==> src/design/chacha_pkg.sv <==
// Package for the ChaCha keystream engine: constants, channel types, helpers.
// No dependencies; used by the front, queue, back and top-level design files.
package chacha_pkg;

  localparam logic [31:0] CONST_W0 = 32'h61707865;
  localparam logic [31:0] CONST_W1 = 32'h3320646e;
  localparam logic [31:0] CONST_W2 = 32'h79622d32;
  localparam logic [31:0] CONST_W3 = 32'h6b206574;

  localparam logic [2:0] REG_KEY01   = 3'd0;
  localparam logic [2:0] REG_KEY23   = 3'd1;
  localparam logic [2:0] REG_KEY45   = 3'd2;
  localparam logic [2:0] REG_KEY67   = 3'd3;
  localparam logic [2:0] REG_NONCE01 = 3'd4;
  localparam logic [2:0] REG_NONCE2  = 3'd5;
  localparam logic [2:0] REG_CTR     = 3'd6;
  localparam logic [2:0] REG_ROUNDS  = 3'd7;

  // One classified item as it travels from the front part to the back part.
  typedef struct packed {
    logic [63:0] data;
    logic [3:0]  count;     // already saturated to 8
    logic        xor_mode;
    logic        new_block; // make a fresh block before using a word
  } item_t;

  typedef logic [15:0][31:0] state_t;

  function automatic logic [31:0] rotl(input logic [31:0] v, input int n);
    rotl = (v << n) | (v >> (32 - n));
  endfunction

  function automatic logic [127:0] qr(input logic [31:0] a, input logic [31:0] b,
                                      input logic [31:0] c, input logic [31:0] d);
    logic [31:0] a1, b1, c1, d1;
    a1 = a + b;   d1 = rotl(d ^ a1, 16);
    c1 = c + d1;  b1 = rotl(b ^ c1, 12);
    a1 = a1 + b1; d1 = rotl(d1 ^ a1, 8);
    c1 = c1 + d1; b1 = rotl(b1 ^ c1, 7);
    qr = {d1, c1, b1, a1};
  endfunction

endpackage

==> src/design/chacha_queue.sv <==
// Two-entry queue between front and back parts. Depends on chacha_pkg.
module chacha_queue (
  input  logic              clk,
  input  logic              rst_n,
  input  logic              wr_valid,
  output logic              wr_ready,
  input  chacha_pkg::item_t wr_item,
  output logic              rd_valid,
  input  logic              rd_ready,
  output chacha_pkg::item_t rd_item
);

  chacha_pkg::item_t mem_r [2];
  logic       wp_r, rp_r;
  logic [1:0] cnt_r;
  logic       wr, rd;

  assign wr_ready = cnt_r != 2'd2;
  assign rd_valid = cnt_r != 2'd0;
  assign rd_item  = mem_r[rp_r];
  assign wr = wr_valid && wr_ready;
  assign rd = rd_valid && rd_ready;

  always_ff @(posedge clk) begin
    if (wr) mem_r[wp_r] <= wr_item;
  end

  always_ff @(posedge clk) begin
    if (!rst_n) begin
      wp_r  <= 1'b0;
      rp_r  <= 1'b0;
      cnt_r <= 2'd0;
    end else begin
      if (wr) wp_r <= ~wp_r;
      if (rd) rp_r <= ~rp_r;
      cnt_r <= cnt_r + {1'b0, wr} - {1'b0, rd};
    end
  end

endmodule

==> config.mk <==
export PLATFORM = sky130hd
export DESIGN_NAME = chacha_queue
export DESIGN_NICKNAME = d
export VERILOG_FILES = /design/src/design/chacha_pkg.sv /design/src/design/chacha_queue.sv
export SDC_FILE = /design/constraint.sdc
export NUM_CORES = 1
export LEC_CHECK = 0
export ABC_AREA = 1
export BUFFER_PORTS_ARGS = -buffer_cell sky130_fd_sc_hd__buf_2
export CORE_MARGIN = 2
export CORE_UTILIZATION = 32
export CTS_BUF_LIST = sky130_fd_sc_hd__clkbuf_4
export DETAILED_ROUTE_END_ITERATION = 10
export GPL_TIMING_DRIVEN = 0
export PLACE_DENSITY_LB_ADDON = 0.12
export SLEW_MARGIN = 20
export SYNTH_ARGS = -nofsm -noshare
export SYNTH_HDL_FRONTEND = slang
export SYNTH_SLANG_ARGS = --single-unit
==> constraint.sdc <==
create_clock -name clk -period 5.75 [get_ports clk]
set_clock_uncertainty 0.2 [all_clocks]
set_input_delay 0.2875 -clock clk [delete_from_list [all_inputs] [get_ports clk]]
set_output_delay 0.2875 -clock clk [all_outputs]
set_load 0.05 [all_outputs]
==> flow_metrics.py <==
metrics = {
    "yosys": {
        "synth_cells": 254,
        "synthDistinctLibCells": 11,
        "synth_most_common_cell": "edfxtp_1",
        "synth_top_area_cell": "edfxtp_1",
        "avgSynthCellArea_sq_um": 22.2,
        "yosysTopAreaCellShare_pct": 74.5,
        "ys_seq_elements": 145,
        "synth-edff-count": 140,
        "yosys_warnings": 0,
        "ys_async_sr_fraction_pct": 0,
        "synth_area_sq_um": 5650,
        "syn_nets": 330,
        "netlist_top_cells_count": "edfxtp_1 (140), mux2_4 (70), nand2_1 (9), nor2_1 (8)",
        "seq_area_frac_synth_pct": 76.2,
        "post_synth_main_area_contributors": "edfxtp_1 (74%), mux2_4 (19%), buf_12 (2.5%), dfxtp_1 (1.8%), nand2_1 (0.60%)",
        "dominantRegCellSynth": "edfxtp_1",
    },
    "global_routing": {
        "grt_pass1_vias": 3181,
        "track_usage_pct": 11.4,
        "grt_overflow": 0,
        "grt_max_degree": 40,
        "grt_pass1_wl_um": 15600,
        "antenna_found_initial": 0,
    },
    "layout": {
        "drive_gt1_share_pct": 50.8,
        "finish.instance_area_sq_um": 7780,
        "area_growth_pct": 37.7,
        "fin_util_pct": 45.0,
        "num-nets-final": 573,
        "fillers": 1541,
        "diodes": 0,
        "finalNonFillerCells": 735,
    },
    "routing": {
        "drt-pass1-iter-count": 4,
        "top_layer": "met4",
        "wl_met3_um": 661,
        "ant_nets": 0,
        "drc": 0,
        "num_vias": 3020,
        "wirelength_um": 10400,
        "dr_wl_met2_um": 5060,
        "drtIter0Drc": 117,
        "wl_per_cell_um": 14.1,
        "via_per_inst": 4.11,
        "met1_length_um": 4540,
    },
    "power_and_ir_drop": {
        "power.leakage_nw": 3.10,
        "ir_worst_vdd_mv": 0.204,
        "power_mw": 3.33,
        "power.density_nw_per_um2": 429,
    },
    "die": {
        "io_pins": 146,
        "die_w_um": 137,
        "start_util_pct": 32.6,
        "fp.coreArea_sq_um": 17300,
        "num_rows": 48,
        "dieArea_sq_um": 18700,
        "die_y_um": 137,
    },
    "sta": {
        "fmax_ghz": 0.441,
        "fin_setup_tns_ns": 0,
        "finalSetupViolCount": 0,
        "hold_slack_ns": 0.0873,
        "post-route-period-util_pct": 39.4,
        "slew_viol_final": 0,
        "slew_headroom_pct": 61.8,
        "rsz0062_at_grt": "false",
        "finalHoldViolations": 0,
        "tightest_slew_ns": 0.573,
        "worst_slack_ns": 3.48,
        "finalCriticalPeriod_ns": 2.27,
    },
    "setup_path": {
        "critPathKind": "reg2out",
        "cp.arrival_ns": 1.78,
        "cp-end-kind": "output port",
        "reg2regPathDepth": 7,
        "critPathMaxFanout": 10,
        "cp_data_required_time_ns": 5.26,
        "start_kind": "flop",
    },
    "clock_network": {
        "clock_sinks": 145,
        "cts_inserted_buffers": 17,
        "post_cts_resized": 0,
        "htreeDepth": 4,
        "cts_tree": "yes",
        "clock_latency_ns": 0.51,
        "clk_pin_slew_ns": 0.12,
        "cts_root_buf": "clkbuf_4",
        "clock_path_buffers": 2,
    },
    "status": {
        "status": "finished clean",
    },
    "placed_design": {
        "place.port_buffers": 145,
        "hpwl_um": 6660,
        "finalWeightedCongestion": 0.680,
        "pre_cts_ws_ns": 3.71,
        "dpl-instance-area_sq_um": 6790,
        "dp.cells": 629,
    },
    "min_path": {
        "whs_path_depth": 3,
        "holdCritPathClass": "in2reg",
    },
    "run": {
        "maxCapViolations": 0,
    },
}
cell type report:
cell class,count,area (sq um),area share [%]
Sequential cell,145,4300,55.3
Timing Repair Buffer,224,1600,20.5
Multi-Input combinational cell,94,1170,15.1
Tap cell,225,282,3.62
Buffer,8,151,1.95
Clock buffer,20,150,1.93
Clock inverter,12,92.6,1.19
Inverter,7,28.8,0.370
power by group:
group,internal [mW],switching (mW),total [mW]
sequential,1.33,0.0376,1.37
combinational,0.506,0.883,1.39
clock,0.224,0.350,0.574
total,2.06,1.27,3.33
worst max-delay path: stages, from the launching register on:
cell and delay (ns):
dfxtp_1 0.34, buf_6 0.21, buf_12 0.19, mux2_4 0.30, buf_2 0.22
cell usage in the layout (no fill, tap or decap), drive strengths merged:
cell type and n:
buf 158, nor2 8, nand3 3, a21oi 2, bufinv 1, dfxtp 5, inv 8, mux2 70
nand2 9, dlygate4sd3 74, edfxtp 140, ha 2, clkinv 10, clkbuf 20
logic make-up (layout without fill, tap and decap cells):
family	count (synthesis)	count (layout)	synth area share (%)
compound gates	2	2	0.177
fa+ha+maj	2	2	0.443
buf+inv	15	271	3.15
flops	145	145	76.2
mux	70	70	18.6
simple gates	20	20	1.40
layer usage:
metal / global-route usage, % / vias to the layer above
li1: - / 1473
met1: 13.1 / 1445
met2: 18.8 / 92
met3: 4.85 / 10
met4: 4.64 / 0
met5: 0 / -
path summary, 6_finish.rpt:
path | startpoint | endpoint | slack [ns]
setup / recovery | flop | rd_item[12] | 3.48
hold / removal | wr_valid | mem_r[0][18]$_DFFE_PP_ | 0.09
setup reg to reg | cnt_r[0]$_SDFF_PN0_ | wp_r$_SDFFE_PN0N_ | 3.50
hold reg to reg | rp_r$_SDFFE_PN0P_ | flop | 0.32
what timing repair did:
item / in CTS / in global routing
hold endpoints to repair: 145 / 0
setup buffers: 0 / 0
hold buffers: 74 / 0
state kept, by name (all words and copies together) (netlist names), named ones only:
name   cells
cnt_r      2
mem_r    140
wp_r       1
rp_r       1
No activity file was read; power rests on OpenSTA's default activity.
