$ cat src/design/chacha_pkg.sv
// Package for the ChaCha keystream engine: constants, channel types, helpers.
// No dependencies; used by the front, queue, back and top-level design files.
package chacha_pkg;

  localparam logic [31:0] CONST_W0 = 32'h61707865;
  localparam logic [31:0] CONST_W1 = 32'h3320646e;
  localparam logic [31:0] CONST_W2 = 32'h79622d32;
  localparam logic [31:0] CONST_W3 = 32'h6b206574;

  localparam logic [2:0] REG_KEY01   = 3'd0;
  localparam logic [2:0] REG_KEY23   = 3'd1;
  localparam logic [2:0] REG_KEY45   = 3'd2;
  localparam logic [2:0] REG_KEY67   = 3'd3;
  localparam logic [2:0] REG_NONCE01 = 3'd4;
  localparam logic [2:0] REG_NONCE2  = 3'd5;
  localparam logic [2:0] REG_CTR     = 3'd6;
  localparam logic [2:0] REG_ROUNDS  = 3'd7;

  // One classified item as it travels from the front part to the back part.
  typedef struct packed {
    logic [63:0] data;
    logic [3:0]  count;     // already saturated to 8
    logic        xor_mode;
    logic        new_block; // make a fresh block before using a word
  } item_t;

  typedef logic [15:0][31:0] state_t;

  function automatic logic [31:0] rotl(input logic [31:0] v, input int n);
    rotl = (v << n) | (v >> (32 - n));
  endfunction

  function automatic logic [127:0] qr(input logic [31:0] a, input logic [31:0] b,
                                      input logic [31:0] c, input logic [31:0] d);
    logic [31:0] a1, b1, c1, d1;
    a1 = a + b;   d1 = rotl(d ^ a1, 16);
    c1 = c + d1;  b1 = rotl(b ^ c1, 12);
    a1 = a1 + b1; d1 = rotl(d1 ^ a1, 8);
    c1 = c1 + d1; b1 = rotl(b1 ^ c1, 7);
    qr = {d1, c1, b1, a1};
  endfunction

endpackage

$ cat src/design/chacha_front.sv
// Front part: takes input transactions, saturates the count and decides which
// items start a new block. Depends on chacha_pkg.
module chacha_front (
  input  logic               clk,
  input  logic               rst_n,
  input  logic               in_tvalid,
  output logic               in_tready,
  input  logic [63:0]        data_bytes,
  input  logic [3:0]         byte_count,
  input  logic               xor_mode,
  input  logic               first_of_message,
  output logic               q_valid,
  input  logic               q_ready,
  output chacha_pkg::item_t  q_item
);

  // Words already used in the current block as seen by the front; mirrors the back.
  logic [2:0] pos_r, pos_nxt;
  logic       ready_r, ready_nxt;
  logic       acc;
  logic       mk;

  assign in_tready = q_ready;
  assign q_valid   = in_tvalid;
  assign acc       = in_tvalid && q_ready;
  assign mk        = first_of_message || !ready_r;

  always_comb begin
    q_item.data      = data_bytes;
    q_item.count     = (byte_count > 4'd8) ? 4'd8 : byte_count;
    q_item.xor_mode  = xor_mode;
    q_item.new_block = mk;
    pos_nxt   = pos_r;
    ready_nxt = ready_r;
    if (acc) begin
      if (mk) pos_nxt = 3'd0;
      if ((mk ? 3'd0 : pos_r) == 3'd7) begin
        pos_nxt   = 3'd0;
        ready_nxt = 1'b0;
      end else begin
        pos_nxt   = (mk ? 3'd0 : pos_r) + 3'd1;
        ready_nxt = 1'b1;
      end
    end
  end

  always_ff @(posedge clk) begin
    if (!rst_n) begin
      pos_r   <= 3'd0;
      ready_r <= 1'b0;
    end else begin
      pos_r   <= pos_nxt;
      ready_r <= ready_nxt;
    end
  end

endmodule

$ cat config.mk
export PLATFORM = sky130hd
export DESIGN_NAME = chacha_front
export DESIGN_NICKNAME = d
export VERILOG_FILES = /design/src/design/chacha_pkg.sv /design/src/design/chacha_front.sv
export SDC_FILE = /design/constraint.sdc
export NUM_CORES = 1
export LEC_CHECK = 0
export ABC_AREA = 1
export BUFFER_PORTS_ARGS = -buffer_cell sky130_fd_sc_hd__buf_2
export CAP_MARGIN = 10
export CELL_PAD_IN_SITES_DETAIL_PLACEMENT = 1
export CELL_PAD_IN_SITES_GLOBAL_PLACEMENT = 1
export CORE_ASPECT_RATIO = 1.5
export CORE_MARGIN = 2
export CORE_UTILIZATION = 15
export CTS_BUF_LIST = sky130_fd_sc_hd__clkbuf_4
export DETAILED_ROUTE_END_ITERATION = 8
export GPL_TIMING_DRIVEN = 0
export PLACE_DENSITY_LB_ADDON = 0.05
export SLEW_MARGIN = 20
export SYNTH_ARGS = -nofsm -noshare
export SYNTH_HDL_FRONTEND = slang
export SYNTH_SLANG_ARGS = --single-unit
export TNS_END_PERCENT = 10
$ cat constraint.sdc
create_clock -name clk -period 3 [get_ports clk]
set_input_delay 0.6 -clock clk [delete_from_list [all_inputs] [get_ports clk]]
set_output_delay 0.6 -clock clk [all_outputs]
set_load 0.02 [all_outputs]
==> parameters.txt <==
Parameter                              Value

CTS
  Count of hold buffers inserted by post-cts repair    0
  Clock-pin slew of the registers on the worst-case setup and hold paths    0.04 ns
  CTS tree    yes
  Htree depth    1
  Cts bufs inserted    3
  Clock Root Buffer    sky130_fd_sc_hd__clkbuf_4
  Clock insertion delay at the later pin of the skew report    0.23 ns
  Clock tree buffer depth    2
  # Post-CTS Setup Buffers    0
  Clock sinks    4
  Post-cts resize count    0

Global routing
  Residual overflow from global routing    0
  Number of antenna violations at the first check in global routing    0
  First-pass GRT wire length    2.856 mm
  Vias in the first global route    708
  Pin count of the biggest net entering global routing    7
  GR Util All Layers    6.384%

Layout
  Register area    80.08 µm²
  Proportion of layout cells with a drive suffix above 1    81.48%
  Total area of multi-input combinational cells    113.9 µm²
  Antenna diode count    0
  Fill cell count    659
  Relative area change from synthesis to final layout    67.67%
  Final design area excluding fillers    1252 µm²
  Fin nets    267
  Final core utilization    26.04%

Outcome
  Status    complete, no violations

Timing
  Hold violation count in the final report    0
  Unrepaired setup endpoints after global routing    no
  Tightest hold margin    0.4785 ns
  Count of endpoints failing setup in the final report    0
  Slew at the pin closest to its max-slew limit    0.1598 ns
  Final Slew Violations    0
  Setup TNS    0 ns
  Min Tclk post-route    1.729 ns
  Relative max-transition margin    89.24%
  Fmax    578.4 MHz
  Share of the clock period used by the worst path after layout    57.63%
  Skew final    0.003756 ns

Power and ir drop
  Static leakage    0.7908 nW
  Power density of the placed cells    258.0 nW/µm²
  Worst voltage drop across the vdd grid    0.09307 mV

Synthesis
  Cell Area, Synth    747.0 µm²
  Instance count of the mapped netlist    106
  Number of nets in the synthesized netlist    182
  Synth area leaders    sky130_fd_sc_hd__buf_4 (68%), sky130_fd_sc_hd__dfxtp_1 (11%), sky130_fd_sc_hd__nor2_1 (6.5%), sky130_fd_sc_hd__inv_1 (4.5%), sky130_fd_sc_hd__ha_1 (3.4%)
  Sequential area share after synthesis    10.72%
  #FFs+latches synth    4
  Post-synthesis cell type with the largest combined area    sky130_fd_sc_hd__buf_4
  Post-synthesis area per instance    7.047 µm²
  Yosys warning total    0
  Number of distinct library cell variants in the gate-level netlist after synthesis    11
  Area share of the largest cell type after synthesis    68.34%

Drt
  WL met1    581 µm
  Routed length per instance    8.188 µm
  Vias after detailed routing    825
  Post-route DRC    0
  Pre-Repair DR Iteration Count    3
  Met3 wire length    286 µm
  DRT antenna net count    0
  Initial DRC Count    1
  Total met2 wirelength after detailed routing    1.212 mm
  Drt via density    3.235
  Uppermost layer routed    met4
  Wirelength, routed    2.088 mm

Floorplan
  Placeable core region    4810 µm²
  Effective utilization at floorplan    15.53%
  Vertical die dimension    90.43 µm
  Die outline area    5572 µm²
  Count of standard-cell rows    31
  I/O Pins    146
  Die outline width    61.62 µm

Worst setup path
  Largest delay contributor family on the critical path    buffers and inverters
  Bufs and invs on worst path    4
  Startpoint of the worst setup timing path    first_of_message
  Max stage delay on crit path    0.15 ns
  Most prevalent standard cell on the critical path    sky130_fd_sc_hd__buf_2
  Worst setup path class    input pin to output port
  Element type at the critical path end    output port
  Worst-path maximum fanout    3
  Worst path slowest cell    sky130_fd_sc_hd__buf_2
  Type of origin of the critical path    input pin
  Arrival time worst endpoint    1.13 ns
  CP Cell Sequence    buf_2, inv_1, nand2_1, buf_4, buf_2
  Data required time of the critical path    2.40 ns
  Launch instance of the worst register-to-register path    ready_r$_SDFFE_PN0P_

Min path
  Hold WC Path Type    register to register
  Worst min-delay path startpoint    pos_r[1]$_SDFFE_PN0P_

Placement
  Count of buffers from port buffering    80
  Placed Area    1230 µm²
  DP Wirelength    1.998 mm
  RD Place Congestion    0.5629

Job
  Maximum capacitance violations    0
area by class of cell:
class | count | share of cell area [%]
Sequential cell | 4 | 6.394
Inverter | 10 | 3.097
Clock buffer | 3 | 1.798
Tap cell | 66 | 6.593
Buffer | 69 | 41.06
Timing Repair Buffer | 80 | 31.97
Multi-Input combinational cell | 23 | 9.091
per-stage QoR:
step                      cells  power [W]  worst slack, ns
final                       255  0.0003231            1.271
after detailed placement    252  0.0002605            1.252
after global routing        255  0.0003463            1.197
after global placement      252  0.0002585            1.244
after CTS                   255  0.0003284            1.251
after floorplan             106  0.0002059            1.499
cell families after synthesis:
logic type	after synthesis	share of synthesized area (%)
fa+ha+maj	2	3.350
compound gates	3	2.009
buf+inv	79	74.04
simple gates	18	9.883
flops	4	10.72
placed cells by master, fill, tap and decap left out, drive strengths merged:
| master | n |
|---|---|
| clkinv | 1 |
| ha | 2 |
| dfxtp | 4 |
| nand3 | 1 |
| nor2 | 13 |
| clkbuf | 4 |
| o21ai | 3 |
| buf | 148 |
| nand2 | 4 |
| inv | 9 |
final timing paths:
check                                        endpoint  slack, ns  cells after the start
worst min register to register  pos_r[1]$_SDFFE_PN0P_       0.48                      2
worst min-delay path            pos_r[1]$_SDFFE_PN0P_       0.48                      2
worst max-delay path                        q_item[0]       1.27                      5
worst max register to register  pos_r[2]$_SDFFE_PN0P_       1.72                      6
synthesized netlist by cell type:
master / instances
sky130_fd_sc_hd__nand2_1: 2
sky130_fd_sc_hd__nand3_1: 1
sky130_fd_sc_hd__nand2_2: 2
sky130_fd_sc_hd__o21ai_0: 3
sky130_fd_sc_hd__dfxtp_1: 4
sky130_fd_sc_hd__ha_1: 2
sky130_fd_sc_hd__inv_1: 9
sky130_fd_sc_hd__clkbuf_1: 1
sky130_fd_sc_hd__buf_4: 68
sky130_fd_sc_hd__clkinv_2: 1
sky130_fd_sc_hd__nor2_1: 13
power breakdown:
part / internal [W] / switching (W) / total, W
combinational: 0.0000968 / 0.000102 / 0.000198
sequential: 0.0000569 / 0.00000172 / 0.0000586
clock: 0.0000447 / 0.0000214 / 0.0000661
total: 0.000198 / 0.000125 / 0.000323
worst min-delay path, cell delays in order, from the launching register on:
cell	delay (ns)
sky130_fd_sc_hd__dfxtp_1	0.32
sky130_fd_sc_hd__nor2_1	0.05
sky130_fd_sc_hd__nor2_1	0.08
registers in the layout, summed over array words and instances (netlist names):
register  cells
pos_r         3
ready_r       1
routing by layer:
| metal | global-route usage (%) | up-vias |
|---|---|---|
| met5 | 0 | - |
| met1 | 5.618 | 342 |
| met4 | 2.128 | 0 |
| li1 | - | 412 |
| met3 | 1.289 | 2 |
| met2 | 12.89 | 69 |
Power figures use the tool's default switching activity.
